[config.mk]
export PLATFORM = sky130hd
export DESIGN_NAME = ptpp_isqrt
export DESIGN_NICKNAME = d
export VERILOG_FILES = /design/src/hdl/ptpp_pkg.sv /design/src/hdl/ptpp_isqrt.sv
export SDC_FILE = /design/constraint.sdc
export NUM_CORES = 2
export LEC_CHECK = 0
export ABC_AREA = 1
export BUFFER_PORTS_ARGS = -buffer_cell sky130_fd_sc_hd__buf_2
export CAP_MARGIN = 20
export CORE_MARGIN = 5
export CORE_UTILIZATION = 64
export CTS_BUF_LIST = sky130_fd_sc_hd__clkbuf_8 sky130_fd_sc_hd__clkbuf_16
export CTS_CLUSTER_DIAMETER = 150
export CTS_CLUSTER_SIZE = 10
export DETAILED_ROUTE_END_ITERATION = 6
export PLACE_DENSITY_LB_ADDON = 0.15
export SYNTH_ARGS = -nofsm -noshare
export SYNTH_HDL_FRONTEND = slang
export SYNTH_SLANG_ARGS = --single-unit
[constraint.sdc]
create_clock -name clk -period 2.6 [get_ports clk]
set_input_delay 0 -clock clk [delete_from_list [all_inputs] [get_ports clk]]
set_output_delay 0 -clock clk [all_outputs]
set_load 0.01 [all_outputs]
[src/hdl/ptpp_pkg.sv]
// shared constants, tables and types of the point to panorama pixel core
`timescale 1ns / 1ps

package ptpp_pkg;

    // field and register widths
    localparam int COORD_W      = 24;
    localparam int CFG_W        = 23;
    localparam int DIM_W        = 15;
    localparam int FIELD_W      = 14;
    localparam int IDX_W        = 2;

    // register indexes
    localparam logic [IDX_W-1:0] REG_MIN_RANGE   = 2'd0;
    localparam logic [IDX_W-1:0] REG_PANO_WIDTH  = 2'd1;
    localparam logic [IDX_W-1:0] REG_PANO_HEIGHT = 2'd2;

    // register reset values
    localparam logic [CFG_W-1:0] MIN_RANGE_RST   = CFG_W'(19661);
    localparam logic [DIM_W-1:0] PANO_WIDTH_RST  = DIM_W'(6720);
    localparam logic [DIM_W-1:0] PANO_HEIGHT_RST = DIM_W'(3360);
    localparam logic [DIM_W-1:0] FIELD_MAX       = DIM_W'((1 << FIELD_W) - 1);

    // cordic setup
    localparam int CORDIC_STEPS = 16;
    localparam int TABLE_LEN    = 24;
    localparam int PRESCALE     = 8;
    localparam int CORDIC_W     = COORD_W + PRESCALE + 4;
    localparam int ANG_W        = 34;
    localparam logic signed [ANG_W-1:0] QUARTER_TURN = ANG_W'(1073741824);

    // arctangent of 2^-i in binary angle units, 2^32 per turn
    localparam logic signed [ANG_W-1:0] ATAN_TABLE [TABLE_LEN] = '{
        536870912, 316933406, 167458907, 85004756,
        42667331, 21354465, 10679838, 5340245,
        2670163, 1335087, 667544, 333772,
        166886, 83443, 41722, 20861,
        10430, 5215, 2608, 1304,
        652, 326, 163, 81
    };

    // squares and roots
    localparam int SQ_W         = 2 * COORD_W;
    localparam int MINSQ_W      = 2 * CFG_W;
    localparam int ROOT_W       = COORD_W;
    localparam int ISQRT_STEPS  = SQ_W / 2;

    // cosine quotient, q1.16
    localparam int COS_FRAC     = 16;
    localparam int COS_W        = COS_FRAC + 1;
    localparam int DIV_STEPS    = COS_W;
    localparam logic [COS_W-1:0] COS_ONE = COS_W'(1 << COS_FRAC);

    // pipeline timing
    localparam int CORDIC_LAT   = CORDIC_STEPS + 1;
    localparam int MERGE_LAT    = (CORDIC_LAT > DIV_STEPS) ? CORDIC_LAT : DIV_STEPS;
    localparam int ANG_PAD      = MERGE_LAT - CORDIC_LAT;
    localparam int COS_PAD      = MERGE_LAT - DIV_STEPS;
    localparam int S_ROOT       = 3 + ISQRT_STEPS;
    localparam int S_MERGE      = S_ROOT + MERGE_LAT;
    localparam int S_LAST       = S_MERGE + 6;
    localparam int CTRL_LEN     = S_LAST - 3;
    localparam int XYZ_DLY      = S_ROOT - 1;

    // pixel arithmetic widths
    localparam int LO_W         = 26;
    localparam int TC_W         = ANG_W + COS_W + 1;
    localparam int PL_W         = LO_W + DIM_W;
    localparam int PH_W         = TC_W - LO_W + DIM_W + 1;
    localparam int RP_W         = ANG_W + DIM_W + 1;
    localparam int SUM_W        = PH_W + 1;
    localparam int COL_SHIFT    = 48 - LO_W;
    localparam int ROW_SHIFT    = 32;
    localparam int COL_OFF_W    = SUM_W - COL_SHIFT;
    localparam int ROW_OFF_W    = RP_W - ROW_SHIFT;
    localparam int PIX_W        = COL_OFF_W + 1;

    // control travelling with each point
    typedef struct packed {
        logic valid;
        logic near;
        logic zero;
    } ctrl_t;

    // one result transaction
    typedef struct packed {
        logic               in_range;
        logic [FIELD_W-1:0] column;
        logic [FIELD_W-1:0] row;
    } result_t;

endpackage

[src/hdl/ptpp_isqrt.sv]
// pipelined integer square root, one result bit per stage
`timescale 1ns / 1ps

module ptpp_isqrt
(
    input  logic                           clk,
    input  logic                           en,
    input  logic [ptpp_pkg::SQ_W-1:0]      radicand,
    output logic [ptpp_pkg::ROOT_W-1:0]    root
);

    localparam int REM_W = ptpp_pkg::ROOT_W + 2;

    logic [ptpp_pkg::SQ_W-1:0]   val_reg  [ptpp_pkg::ISQRT_STEPS];
    logic [REM_W-1:0]            rem_reg  [ptpp_pkg::ISQRT_STEPS];
    logic [ptpp_pkg::ROOT_W-1:0] res_reg  [ptpp_pkg::ISQRT_STEPS];
    logic [ptpp_pkg::SQ_W-1:0]   val_next [ptpp_pkg::ISQRT_STEPS];
    logic [REM_W-1:0]            rem_next [ptpp_pkg::ISQRT_STEPS];
    logic [ptpp_pkg::ROOT_W-1:0] res_next [ptpp_pkg::ISQRT_STEPS];

    // restoring root step: bring down two bits, try subtracting 4*res+1
    always_comb
    begin
        logic [ptpp_pkg::SQ_W-1:0]   val_in;
        logic [REM_W-1:0]            rem_in;
        logic [ptpp_pkg::ROOT_W-1:0] res_in;
        logic [REM_W+1:0]            rem_sh;
        logic [REM_W+1:0]            trial;
        for (int k = 0; k < ptpp_pkg::ISQRT_STEPS; k++)
        begin
            if (k == 0)
            begin
                val_in = radicand;
                rem_in = '0;
                res_in = '0;
            end
            else
            begin
                val_in = val_reg[k-1];
                rem_in = rem_reg[k-1];
                res_in = res_reg[k-1];
            end
            rem_sh      = {rem_in, val_in[ptpp_pkg::SQ_W-1 -: 2]};
            trial       = {2'b00, res_in, 2'b01};
            val_next[k] = val_in << 2;
            if (rem_sh >= trial)
            begin
                rem_next[k] = REM_W'(rem_sh - trial);
                res_next[k] = {res_in[ptpp_pkg::ROOT_W-2:0], 1'b1};
            end
            else
            begin
                rem_next[k] = REM_W'(rem_sh);
                res_next[k] = {res_in[ptpp_pkg::ROOT_W-2:0], 1'b0};
            end
        end
    end

    // stage registers
    always_ff @(posedge clk)
    begin
        if (en)
        begin
            for (int k = 0; k < ptpp_pkg::ISQRT_STEPS; k++)
            begin
                val_reg[k] <= val_next[k];
                rem_reg[k] <= rem_next[k];
                res_reg[k] <= res_next[k];
            end
        end
    end

    assign root = res_reg[ptpp_pkg::ISQRT_STEPS-1];

endmodule

==> impl_metrics.toml <==
[detailed_routing]
drtAntennaViolNets = 0
route.vias.total = 61300
drt_wl_total_um = 209000
via_per_inst = 5.64
total_iterations_of_the_first_detailed_routing_run = 7
first_iter_violations = 6787
post_detailed_route_wirelength_per_cell_um = 19.2
drcViolationCount = 12

[yosys]
ys_warn_count = 0
yosys.area_share.adder = 0.0528
yosysSeqAreaShare = 0.550
most_used_dff_post_synth = "sky130_fd_sc_hd__edfxtp_1"
synth.distinct_cells = 47
synth_area_um2 = 77300
yosys.area_share.xor_xnor = 0.0266
yosysTopAreaCellShare = 0.550
synthesized_netlist_net_count = 9118
synth_area_per_cell_um2 = 8.84
yosys-mux-area-fraction = 0
main_combinational_cell_family_by_area_after_synthesis = "simple AND/OR/NAND/NOR gates"
yosys.area_share.simple = 0.244
yosys-top-cells-area = "sky130_fd_sc_hd__edfxtp_1 (55%), sky130_fd_sc_hd__nand2_1 (14%), sky130_fd_sc_hd__inv_1 (7.4%)"
ys_ff_latch = 1415
netlist_instances = 8742
synth_enable_flop_cells = 1415
ys_async_sr_fraction = 0
synth_compound_area_frac = 0.0448
netlist.top_cell.by_area = "sky130_fd_sc_hd__edfxtp_1"

[cells_and_area]
num_antenna_cells = 0
fraction_of_final_layout_cells_sized_beyond_drive_strength_1 = 0.0712
area.growth.synth_to_final_pct = 12.2
largest_register_ff_count = 563
finish.net_count = 9607
num-fill-cells = 8792
leading_cell_type_in_the_layout_fill_and_taps_excluded = "sky130_fd_sc_hd__nand2_1"
most-common-layout-cells = "sky130_fd_sc_hd__nand2_1 (2,840), sky130_fd_sc_hd__inv_1 (1,524), sky130_fd_sc_hd__edfxtp_1 (1,415), sky130_fd_sc_hd__nor2_1 (721), sky130_fd_sc_hd__nand3_1 (497)"
fin_cells = 10900
stdcell_area_um2 = 86700

[power_and_ir_drop]
share_seq_of_total_power = 0.470
p_int_uw = 43800
vdd_drop_max_mv = 0.739
power_leakage_uw = 0.0392
clockPowerShare = 0.315
p_sw_frac = 0.311
switching_power_uw = 19700
share_comb_of_total_power = 0.215
p_per_area_nw_per_um2 = 733

[global_route]
grt.overflow.total = 0
grt_pass1_vias = 59600
antenna_found_initial = 3
grt_use_total = 0.324
wire_length_of_the_first_global_routing_pass_um = 323000
grt_max_degree = 82

[placed_design]
number_of_placed_cells_counting_well_taps = 10600
placement.setup.worst_slack_ps = 18.2
placed_cell_area_um2 = 81000
dp.final_hpwl_um = 152000
port_buffers = 73
routabilityCongestion = 0.968

[sta]
max_clock_freq_mhz = 401
fin_ws_ps = 104
max_slew.worst_pin.slew_ps = 756
clock-skew-final_ps = 60.9
timing.final.setup_violations = 0
period_share = 0.960
layout_min_cycle_time_ps = 2500
final_max_slew_viol_count = 0
hold-worst-slack_ps = 161
worst_slew_margin_rel = 0.491
final-hold-violation-count = 0

[floorplanning]
initial_cell_density_of_the_core = 0.644
die_height_um = 358
floorplan.core_area_um2 = 120000
die-width_um = 358
die_area_um2 = 128000
num_io_pins = 74
count_of_standard_cell_rows = 127

[clocking]
clock_latency_ps = 810
clkSinkCount = 1415
cts.reportedPaths.clkPinSlew_ps = 60
clk_root_buffer_cell = "sky130_fd_sc_hd__clkbuf_16"
max-clock-path-buffers = 3
cts_tree = "done"
cts_htree_levels = 4
numCtsBuffers = 159

[critical_path]
path_max_fanout = 10
regToRegStartpoint = "res_reg[2][121]$_DFFE_PP_"
worstPathRequired_ps = 3130
timing.critical_path.to_type = "flip-flop"
worstRegToRegCells = 13
worst-r2r-setup-slack_ps = 100
timing.rr.end = "rem_reg[2][174]$_DFFE_PP_"
critPathLaunchType = "flip-flop"
critPathKind = "reg -> reg"
critPathArrivalTime_ps = 3020

[flow_run]
cap_violations = 0

[worst_hold_path]
worst_hold_path.endpoint = "rem_reg[0][0]$_DFFE_PP_"
hold_class = "in -> reg"
hold-path-cell-count = 4
holdCritStartpoint = "radicand[47]"

[outcome]
run_status = "finished with violations"
violations = "design-rule violations"
-- kinds of logic (layout without fill, tap and decap cells) --
family | after synthesis | after routing
compound gates | 635 | 635
xor+xnor | 235 | 235
fa+ha+maj | 326 | 326
buf+inv | 1612 | 2113
flops | 1415 | 1415
other cells | 1 | 1
simple gates | 4518 | 4520
-- critical path, stage by stage, from the launching register on --
cell	delay [ps]
sky130_fd_sc_hd__edfxtp_1	370
sky130_fd_sc_hd__inv_1	70
sky130_fd_sc_hd__ha_1	380
sky130_fd_sc_hd__nand2_1	120
sky130_fd_sc_hd__nand2_1	120
sky130_fd_sc_hd__inv_1	80
sky130_fd_sc_hd__o21ai_1	80
sky130_fd_sc_hd__nand2_1	90
sky130_fd_sc_hd__nand3_1	170
sky130_fd_sc_hd__nand2_2	130
sky130_fd_sc_hd__nand3_4	200
sky130_fd_sc_hd__buf_6	220
sky130_fd_sc_hd__nand3_1	110
sky130_fd_sc_hd__nand2_1	70
-- routing by layer --
metal,GRT usage,wire [um],share of wire,up-vias
li1,-,-,-,29300
met1,0.434,85100,0.41,28500
met2,0.539,98400,0.47,2903
met3,0.0547,16900,0.081,571
met4,0.119,8240,0.039,2
met5,0,11,0.000053,-
-- worst max-delay path by stage --
stage / startpoint / end / cells past startpoint
floorplan: rem_reg[0][81]$_DFFE_PP_ / rem_reg[0][108]$_DFFE_PP_ / 10
global placement: res_reg[2][114]$_DFFE_PP_ / rem_reg[2][131]$_DFFE_PP_ / 13
detailed placement: res_reg[2][49]$_DFFE_PP_ / rem_reg[2][102]$_DFFE_PP_ / 11
CTS: res_reg[2][49]$_DFFE_PP_ / rem_reg[2][83]$_DFFE_PP_ / 11
global route: res_reg[0][25]$_DFFE_PP_ / rem_reg[0][72]$_DFFE_PP_ / 9
finish: res_reg[2][121]$_DFFE_PP_ / rem_reg[2][174]$_DFFE_PP_ / 13
-- synth_stat cells, types with 4 or more instances --
cell	number
sky130_fd_sc_hd__nand2_1	2844
sky130_fd_sc_hd__inv_1	1526
sky130_fd_sc_hd__edfxtp_1	1415
sky130_fd_sc_hd__nor2_1	732
sky130_fd_sc_hd__nand3_1	501
sky130_fd_sc_hd__ha_1	326
sky130_fd_sc_hd__a21oi_1	301
sky130_fd_sc_hd__o21ai_0	196
sky130_fd_sc_hd__nand4_1	157
sky130_fd_sc_hd__xnor2_1	120
sky130_fd_sc_hd__xor2_1	115
sky130_fd_sc_hd__nand3b_1	86
sky130_fd_sc_hd__nor3_1	79
sky130_fd_sc_hd__o21ai_1	55
sky130_fd_sc_hd__a21oi_2	27
sky130_fd_sc_hd__nor2_2	26
sky130_fd_sc_hd__nand2_2	24
sky130_fd_sc_hd__buf_6	23
sky130_fd_sc_hd__o21ai_2	22
sky130_fd_sc_hd__buf_2	21
sky130_fd_sc_hd__buf_4	21
sky130_fd_sc_hd__inv_2	13
sky130_fd_sc_hd__or2_2	13
sky130_fd_sc_hd__and2_1	12
sky130_fd_sc_hd__o21bai_1	12
sky130_fd_sc_hd__nor4_1	10
sky130_fd_sc_hd__nand3_2	7
sky130_fd_sc_hd__nor2_4	7
sky130_fd_sc_hd__o211ai_1	6
sky130_fd_sc_hd__and3_1	5
sky130_fd_sc_hd__nor3b_1	5
sky130_fd_sc_hd__a21boi_0	4
sky130_fd_sc_hd__nand3_4	4
-- cell type report --
type                            instances  area [um^2]  share of cell area
Timing Repair Buffer                  395         3410              0.0394
Sequential cell                      1415        42500               0.490
Tap cell                             1612         2020              0.0233
Clock inverter                         15          383             0.00442
Clock buffer                          160         4000              0.0462
Inverter                             1543         5810              0.0670
Multi-Input combinational cell       5717        28600               0.330
-- through the flow --
step / utilization / TNS (ps) / total power, uW
floorplan: - / 0 / 38400
finish: 0.723 / 0 / 63500
global route: 0.723 / -89.8 / 66500
global placement: 0.675 / 0 / 42800
CTS: 0.720 / 0 / 63300
detailed placement: 0.675 / 0 / 43200
-- repair_timing --
action | 4_1_cts | 5_1_grt
buffers inserted | 0 | 18
hold buffers | 99 | 0
hold endpoints to repair | 450 | 0
pin swaps | 1 | 4
resized for setup | 0 | 56
setup endpoints to repair | 8 | 184
gates cloned | 1 | 1
-- power groups by stage --
stage | clock network (uW) | logic, uW | registers [uW]
global placement | 0 | 12700 | 30100
finish | 20000 | 13700 | 29900
detailed placement | 0 | 13000 | 30200
CTS | 20200 | 13300 | 29800
global route | 21300 | 15300 | 30000
floorplan | 0 | 9080 | 29300
No activity file was read; power rests on OpenSTA's default activity.
